## src/rtl/ewa_pkg.sv

```systemverilog
// Shared types and constants for the encoder wrap accumulator.
// No dependencies; all other files but ewa_if import this package.
`timescale 1ns / 1ps
`default_nettype none
package ewa_pkg;

	localparam int COUNTER_BITS = 32;
	localparam logic [32:0] CntMaskWide = (33'd1 << COUNTER_BITS) - 33'd1;
	localparam logic [31:0] CntMask = CntMaskWide[31:0];

	localparam logic [31:0] ReloadReset    = 32'd65535;
	localparam logic [15:0] ThresholdReset = 16'd5;
	localparam logic [7:0]  RunLenReset    = 8'd20;

	typedef enum logic [1:0] {
		RegReload    = 2'd0,
		RegThreshold = 2'd1,
		RegRunLength = 2'd2
	} reg_idx_t;

	typedef enum logic {
		OpSample = 1'b0,
		OpZero   = 1'b1
	} op_t;

	typedef struct packed {
		logic [31:0] reload_value;
		logic [15:0] still_threshold;
		logic [7:0]  still_run_length;
	} cfg_t;

	typedef struct packed {
		logic signed [31:0] position;
		logic signed [31:0] step_change;
		logic [7:0]         still_run;
		logic               stalled;
	} res_t;

endpackage
`default_nettype wire

```

## src/rtl/ewa_if.sv

```systemverilog
// Valid/ready channel interfaces for counter snapshots and position results.
// Depends on nothing; field widths follow the block's item definitions.
`timescale 1ns / 1ps
`default_nettype none
interface ewa_sample_if;
	logic        valid;
	logic        ready;
	logic        op;
	logic [31:0] counter_value;

	modport source (output valid, output op, output counter_value, input ready);
	modport sink (input valid, input op, input counter_value, output ready);
endinterface

interface ewa_result_if;
	logic               valid;
	logic               ready;
	logic signed [31:0] position;
	logic signed [31:0] step_change;
	logic [7:0]         still_run;
	logic               stalled;

	modport source (output valid, output position, output step_change,
		output still_run, output stalled, input ready);
	modport sink (input valid, input position, input step_change,
		input still_run, input stalled, output ready);
endinterface
`default_nettype wire

```

## src/rtl/ewa_cfg.sv

```systemverilog
// Configuration register file: reload value, still threshold and run length.
// Depends on ewa_pkg for the register index codes and the cfg_t struct.
`timescale 1ns / 1ps
`default_nettype none
module ewa_cfg (
	input  wire logic         clk,
	input  wire logic         arst_n,
	input  wire logic         cfg_we,
	input  wire logic [1:0]   cfg_index,
	input  wire logic [31:0]  cfg_data,
	output ewa_pkg::cfg_t     cfg
);
	import ewa_pkg::*;

	cfg_t cfg_q;

	always_ff @(posedge clk or negedge arst_n) begin
		if (!arst_n) begin
			cfg_q.reload_value     <= ReloadReset;
			cfg_q.still_threshold  <= ThresholdReset;
			cfg_q.still_run_length <= RunLenReset;
		end else if (cfg_we) begin
			unique case (reg_idx_t'(cfg_index))
				RegReload:    cfg_q.reload_value     <= cfg_data;
				RegThreshold: cfg_q.still_threshold  <= cfg_data[15:0];
				RegRunLength: cfg_q.still_run_length <= cfg_data[7:0];
				default: ;
			endcase
		end
	end

	assign cfg = cfg_q;

endmodule
`default_nettype wire

```

## src/rtl/ewa_core.sv

```systemverilog
// Unwrap datapath: holds reference, last relative count, position and still run,
// and forms one result per item. Depends on ewa_pkg.
`timescale 1ns / 1ps
`default_nettype none
module ewa_core (
	input  wire logic          clk,
	input  wire logic          arst_n,
	input  wire ewa_pkg::cfg_t cfg,
	input  wire logic          en,
	input  wire logic          op,
	input  wire logic [31:0]   counter_value,
	output ewa_pkg::res_t      res
);
	import ewa_pkg::*;

	logic [31:0] zero_ref_q;
	logic [31:0] last_rel_q;
	logic [31:0] acc_q;
	logic [7:0]  still_q;

	logic [31:0]        cnt;
	logic [31:0]        rel;
	logic [31:0]        chg;
	logic [32:0]        span;
	logic signed [33:0] chg_x;
	logic signed [33:0] half_x;
	logic               fold_dn;
	logic               fold_up;
	logic [31:0]        step;
	logic [31:0]        mag;
	logic               still_hit;
	logic [8:0]         run_inc;
	logic [7:0]         run_next;
	logic [31:0]        acc_next;

	always_comb begin
		cnt      = counter_value & CntMask;
		rel      = cnt - zero_ref_q;
		chg      = rel - last_rel_q;
		span     = {1'b0, cfg.reload_value} + 33'd1;
		chg_x    = {{2{chg[31]}}, chg};
		half_x   = {2'b00, span[32:1]};
		fold_dn  = chg_x > half_x;
		fold_up  = chg_x < -half_x;
		// Only the low 32 bits of the span matter once the result wraps.
		if (fold_dn) begin
			step = chg - span[31:0];
		end else if (fold_up) begin
			step = chg + span[31:0];
		end else begin
			step = chg;
		end
		mag       = step[31] ? (32'd0 - step) : step;
		still_hit = mag < {16'd0, cfg.still_threshold};
		run_inc   = {1'b0, still_q} + 9'd1;
		// Clamping also pulls the run down when the length register was lowered.
		if (!still_hit) begin
			run_next = 8'd0;
		end else if (run_inc > {1'b0, cfg.still_run_length}) begin
			run_next = cfg.still_run_length;
		end else begin
			run_next = run_inc[7:0];
		end
		acc_next = acc_q + step;

		if (op_t'(op) == OpZero) begin
			res.position    = '0;
			res.step_change = '0;
			res.still_run   = '0;
			res.stalled     = (cfg.still_run_length == 8'd0);
		end else begin
			res.position    = acc_next;
			res.step_change = step;
			res.still_run   = run_next;
			res.stalled     = (run_next >= cfg.still_run_length);
		end
	end

	always_ff @(posedge clk or negedge arst_n) begin
		if (!arst_n) begin
			zero_ref_q <= '0;
			last_rel_q <= '0;
			acc_q      <= '0;
			still_q    <= '0;
		end else if (en) begin
			if (op_t'(op) == OpZero) begin
				zero_ref_q <= cnt;
				last_rel_q <= '0;
				acc_q      <= '0;
				still_q    <= '0;
			end else begin
				last_rel_q <= rel;
				acc_q      <= acc_next;
				still_q    <= run_next;
			end
		end
	end

endmodule
`default_nettype wire

```

## src/rtl/encoder_wrap_accumulator_stall.sv

```systemverilog
// Encoder position unwrap with stall detection, top level.
// A word is registered in the input stage, then its result in the output register.
// Throughput: one word per cycle unless output is blocked; ewa_core updates state.
// Reset clears the pipeline valids, the unwrap state, and loads the register defaults.
// Depends on ewa_pkg, ewa_if, ewa_cfg and ewa_core.
`timescale 1ns / 1ps
`default_nettype none
module encoder_wrap_accumulator_stall (
	input  wire logic         clk,
	input  wire logic         arst_n,
	ewa_sample_if.sink        sample,
	ewa_result_if.source      result,
	input  wire logic         cfg_we,
	input  wire logic [1:0]   cfg_index,
	input  wire logic [31:0]  cfg_data
);
	import ewa_pkg::*;

	cfg_t        cfg;
	res_t        res;
	logic        valid_s1;
	logic        op_s1;
	logic [31:0] cnt_s1;
	logic        out_valid_q;
	res_t        out_q;
	logic        adv;

	// The input stage moves on whenever the result register is empty or draining.
	assign adv          = valid_s1 && (!out_valid_q || result.ready);
	assign sample.ready = !valid_s1 || adv;

	ewa_cfg u_cfg (
		.clk       (clk),
		.arst_n    (arst_n),
		.cfg_we    (cfg_we),
		.cfg_index (cfg_index),
		.cfg_data  (cfg_data),
		.cfg       (cfg)
	);

	ewa_core u_core (
		.clk           (clk),
		.arst_n        (arst_n),
		.cfg           (cfg),
		.en            (adv),
		.op            (op_s1),
		.counter_value (cnt_s1),
		.res           (res)
	);

	always_ff @(posedge clk or negedge arst_n) begin
		if (!arst_n) begin
			valid_s1 <= 1'b0;
		end else if (sample.ready) begin
			valid_s1 <= sample.valid;
		end
	end

	always_ff @(posedge clk) begin
		if (sample.valid && sample.ready) begin
			op_s1  <= sample.op;
			cnt_s1 <= sample.counter_value;
		end
	end

	always_ff @(posedge clk or negedge arst_n) begin
		if (!arst_n) begin
			out_valid_q <= 1'b0;
		end else if (adv) begin
			out_valid_q <= 1'b1;
		end else if (result.ready) begin
			out_valid_q <= 1'b0;
		end
	end

	always_ff @(posedge clk) begin
		if (adv) begin
			out_q <= res;
		end
	end

	assign result.valid       = out_valid_q;
	assign result.position    = out_q.position;
	assign result.step_change = out_q.step_change;
	assign result.still_run   = out_q.still_run;
	assign result.stalled     = out_q.stalled;

	a_s1_held: assert property (@(posedge clk) disable iff (!arst_n)
		(valid_s1 && !adv) |=> valid_s1)
		else $error("input stage word dropped while the result register was blocked");

	a_adv_fills: assert property (@(posedge clk) disable iff (!arst_n)
		adv |=> out_valid_q)
		else $error("result register not filled after the input stage advanced");

	a_drain_empty: assert property (@(posedge clk) disable iff (!arst_n)
		(out_valid_q && result.ready && !adv) |=> !out_valid_q)
		else $error("result word repeated after it was taken");

	a_accept_fills: assert property (@(posedge clk) disable iff (!arst_n)
		(sample.valid && sample.ready) |=> valid_s1)
		else $error("accepted word missing from the input stage");

endmodule
`default_nettype wire

```

## src/flat_wrapper.sv

```systemverilog
// flat-port wrapper written by rule: the top's interface ports become plain ports
module encoder_wrap_accumulator_stall_flat import ewa_pkg::*;
  (clk, arst_n, cfg_we, cfg_index, cfg_data, sample_valid, sample_op, sample_counter_value, sample_ready, result_valid, result_position, result_step_change, result_still_run, result_stalled, result_ready);
  ewa_sample_if sample_i ();
  ewa_result_if result_i ();
  input  wire logic clk;
  input  wire logic arst_n;
  input  wire logic cfg_we;
  input  wire logic [1:0] cfg_index;
  input  wire logic [31:0] cfg_data;
  input wire logic [$bits(sample_i.valid)-1:0] sample_valid;
  input wire logic [$bits(sample_i.op)-1:0] sample_op;
  input wire logic [$bits(sample_i.counter_value)-1:0] sample_counter_value;
  output wire logic [$bits(sample_i.ready)-1:0] sample_ready;
  output wire logic [$bits(result_i.valid)-1:0] result_valid;
  output wire logic [$bits(result_i.position)-1:0] result_position;
  output wire logic [$bits(result_i.step_change)-1:0] result_step_change;
  output wire logic [$bits(result_i.still_run)-1:0] result_still_run;
  output wire logic [$bits(result_i.stalled)-1:0] result_stalled;
  input wire logic [$bits(result_i.ready)-1:0] result_ready;
  assign sample_i.valid = sample_valid;
  assign sample_i.op = sample_op;
  assign sample_i.counter_value = sample_counter_value;
  assign sample_ready = sample_i.ready;
  assign result_valid = result_i.valid;
  assign result_position = result_i.position;
  assign result_step_change = result_i.step_change;
  assign result_still_run = result_i.still_run;
  assign result_stalled = result_i.stalled;
  assign result_i.ready = result_ready;
  encoder_wrap_accumulator_stall u_core (.clk(clk), .arst_n(arst_n), .sample(sample_i), .result(result_i), .cfg_we(cfg_we), .cfg_index(cfg_index), .cfg_data(cfg_data));
endmodule
```

## config.mk

```make
export PLATFORM = sky130hd
export DESIGN_NAME = encoder_wrap_accumulator_stall_flat
export DESIGN_NICKNAME = d
export VERILOG_FILES = /design/src/rtl/ewa_pkg.sv /design/src/rtl/ewa_if.sv /design/src/rtl/ewa_cfg.sv /design/src/rtl/ewa_core.sv /design/src/rtl/encoder_wrap_accumulator_stall.sv /design/src/flat_wrapper.sv
export SDC_FILE = /design/constraint.sdc
export NUM_CORES = 1
export LEC_CHECK = 0
export BUFFER_PORTS_ARGS = -buffer_cell sky130_fd_sc_hd__clkbuf_2
export CAP_MARGIN = 15
export CORE_MARGIN = 2
export CORE_UTILIZATION = 69
export CTS_BUF_LIST = sky130_fd_sc_hd__clkbuf_8
export CTS_CLUSTER_DIAMETER = 150
export DETAILED_ROUTE_END_ITERATION = 10
export PLACE_DENSITY = 0.89
export SYNTH_ARGS = -nofsm -noshare
export SYNTH_HDL_FRONTEND = slang
export SYNTH_SLANG_ARGS = --single-unit
export TNS_END_PERCENT = 50
```

## constraint.sdc

```tcl
create_clock -name clk -period 22.7 [get_ports clk]
set_clock_uncertainty 0.05 [all_clocks]
set_input_delay 4.54 -clock clk [delete_from_list [all_inputs] [get_ports clk]]
set_output_delay 4.54 -clock clk [all_outputs]
set_load 0.01 [all_outputs]
```

==> metrics.md <==
| Metric | Value |
|---|---|
| Status | finished, final reports clean |
| 1st-iter DRT viols | 2,281 |
| Synth Area in Simple Gates | 16.8% |
| CTS resizes | 0 |
| Layout Utilization | 76.1% |
| P&R area growth vs syn | 9.36% |
| CP arrival | 16.38 ns |
| Compound-Gate Fraction of Synth Area | 18.9% |
| Area leader, netlist | dfrtp_1 |
| Reg clk slew, reported paths | 0.06 ns |
| Startpoint Class | flop |
| Layout cells sized above 1 | 15.1% |
| Critical Path RT | 23.01 ns |
| Layout Cells excl Fill | 3,109 |
| Largest family of logic cells by synthesized area | compound AO/OA/AOI/OAI gates |
| Fmax | 0.0622 GHz |
| Die Y | 185 µm |
| Final setup viols | 0 |
| Slowest stage delay, CP | 0.64 ns |
| Synth Area in XOR/XNOR | 7.39% |
| FF+latch count, synth | 268 |
| Drt drc | 0 |
| Clock root buffer | clkbuf_8 |
| Hold-fix buffers, CTS | 0 |
| Ant diodes | 0 |
| Final hold slack | 0.443 ns |
| Mapped Nets | 2,822 |
| Largest net degree at the start of global routing | 92 |
| Pre-antenna DRT Iters | 7 |
| Initial Utilization | 69.6% |
| Post-synth top area share | 15.8% |
| CP endpoint kind | flop |
| Post-route ant nets | 0 |
| Row count | 66 |
| Primary FF master, synth | dfrtp_1 |
| Core area | 32,400 µm² |
| Antenna violations before repair | 2 |
| Placed Cells | 3,025 |
| Most frequent cell on the critical path | a21oi_1 |
| GRT Util Overall | 39.9% |
| Vias in the first global route | 20,200 |
| Die W | 185 µm |
| Synth top area cells | dfrtp_1 16%, edfxtp_1 14%, ha_1 14% |
| Clock sink total | 268 |
| Drt total wl | 68,000 µm |
| I/O pin cnt | 147 |
| Routability cong. | 1.03 |
| Post-DR wirelength/cell | 21.9 µm |
| Post-synthesis mux area share | 5.15% |
| Seq/Total Area, Yosys | 32.2% |
| CTS Buf Count | 45 |
| Buffers added on ports | 146 |
| Adder-Cell Fraction of Synth Area | 14.6% |
| Vias per cell | 6.61 |
| Slowest CP cell | xnor2_1 |
| Min-Delay Path Class | flop to flop |
| RSZ-0062 raised after global routing | false |
| Post-synth ARST share | 60.4% |
| Worst r2r path cells | 68 |
| CTS Buffer Depth | 3 |
| Hold Fails Final Rpt | 0 |
| Number of synthesized flops with an enable pin | 106 |
| Worst skew pair latency | 0.65 ns |
| First-pass GRT wire length | 106,000 µm |
| Hold Crit Depth | 2 |
| Hpwl dp | 50,300 µm |
| Setup bufs post-CTS | 0 |
| Ys Warns | 0 |
| Setup TNS Final | 0 ns |
| Period utilization | 70.8% |
| Worst-path maximum fanout | 27 |
| Post-Syn Area | 22,500 µm² |
| Slew margin rel. | 10.3% |
| Vias | 20,500 |
| Mean Syn Cell Area | 9.04 µm² |
| Cells after Synth | 2,492 |
| Final nets | 2,961 |
| Worst Tran Pin Value | 1.35 ns |
| CTS tree | yes |
| Commonest non-fill, non-tap cell in the layout | ha_1 |
| Most frequent cells in the layout | 253 x ha_1, 218 x inv_1, 216 x nor2_1, 170 x nand2_1, 158 x a21oi_1 |
| Grt ovf | 0 |
| MaxCap Viol Count | 0 |
| Final Critical Period | 16.07 ns |
| Die ar. | 34,100 µm² |
| Worst setup path category | flop to flop |
| Post-synth cell types | 100 |
| Max-slew violations | 0 |
| Htree depth | 2 |
[cells by family after synthesis]
logic type	after synthesis
compound gates	625
xor+xnor	190
fa+ha+maj	260
buf+inv	291
flops	268
mux	105
simple gates	753
[routing by layer]
| layer | up-vias | GRT usage, % | share of wire [%] |
|---|---|---|---|
| met4 | 0 | 20.8 | 5.3 |
| met2 | 1120 | 70.5 | 49 |
| met3 | 308 | 7.49 | 7.8 |
| met1 | 9789 | 45.8 | 37 |
| li1 | 9324 | - | - |
| met5 | - | 0 | 0 |
[layout make-up]
type	instances	area, µm²
Clock buffer	48	661
Sequential cell	268	7260
Multi-Input combinational cell	1933	14200
Inverter	207	779
Fill cell	2216	7730
Clock inverter	35	245
Timing Repair Buffer	176	962
Tap cell	442	553
[registers in the layout (all words and copies together), names as in the netlist, 8 cells and up]
name,count
u_core.u_cfg.cfg,56
u_core.cnt_s1,32
u_core.result.position,32
u_core.result.step_change,32
u_core.u_core.acc_q,32
u_core.u_core.last_rel_q,32
u_core.u_core.zero_ref_q,32
u_core.result.still_run,8
u_core.u_core.still_q,8
[Yosys cell counts (64+ instances only)]
master and instances:
dfrtp_1 142, nand2_1 171, nand3_1 65, ha_1 253
nor2_1 216, a21o_1 64, a21oi_1 158, inv_1 204
xnor2_1 127, edfxtp_1 106, o21ai_0 102, mux2_2 87
[worst max-delay path: cells and delay by family, from the launching register on]
kind            cells  cell delay (ns)
fa+ha+maj           6             1.92
simple gates       20             4.22
buf+inv             3             0.66
flops               1             0.39
xor+xnor            2             0.81
mux                 1             0.25
compound gates     36             7.47
[path summary, 6_finish.rpt]
kind / startpoint / end / slack (ns)
hold reg to reg: u_core.u_core.acc_q[21]$_DFFE_PN0P_ / u_core.u_core.acc_q[21]$_DFFE_PN0P_ / 0.44
setup reg to reg: u_core.u_core.zero_ref_q[0]$_DFFE_PN0P_ / u_core.result.stalled$_DFFE_PP_ / 6.63
min in group asynchronous: arst_n / u_core.u_core.acc_q[15]$_DFFE_PN0P_ / 3.94
max in group asynchronous: arst_n / u_core.u_cfg.cfg[48]$_DFFE_PN0P_ / 17.12
setup / recovery: u_core.u_core.zero_ref_q[0]$_DFFE_PN0P_ / u_core.result.stalled$_DFFE_PP_ / 6.63
hold / removal: u_core.u_core.acc_q[21]$_DFFE_PN0P_ / u_core.u_core.acc_q[21]$_DFFE_PN0P_ / 0.44
[stage by stage]
step	worst slack, ns	area, µm²
3_3_place_gp	7.79	23700
4_1_cts	6.88	24600
6_report	6.63	24600
5_1_grt	5.57	24600
3_5_place_dp	7.05	23700
2_1_floorplan	9.19	22500
Power is not shown: default switching activity piles up to over one toggle a cycle in this logic, so the estimate is an artifact.
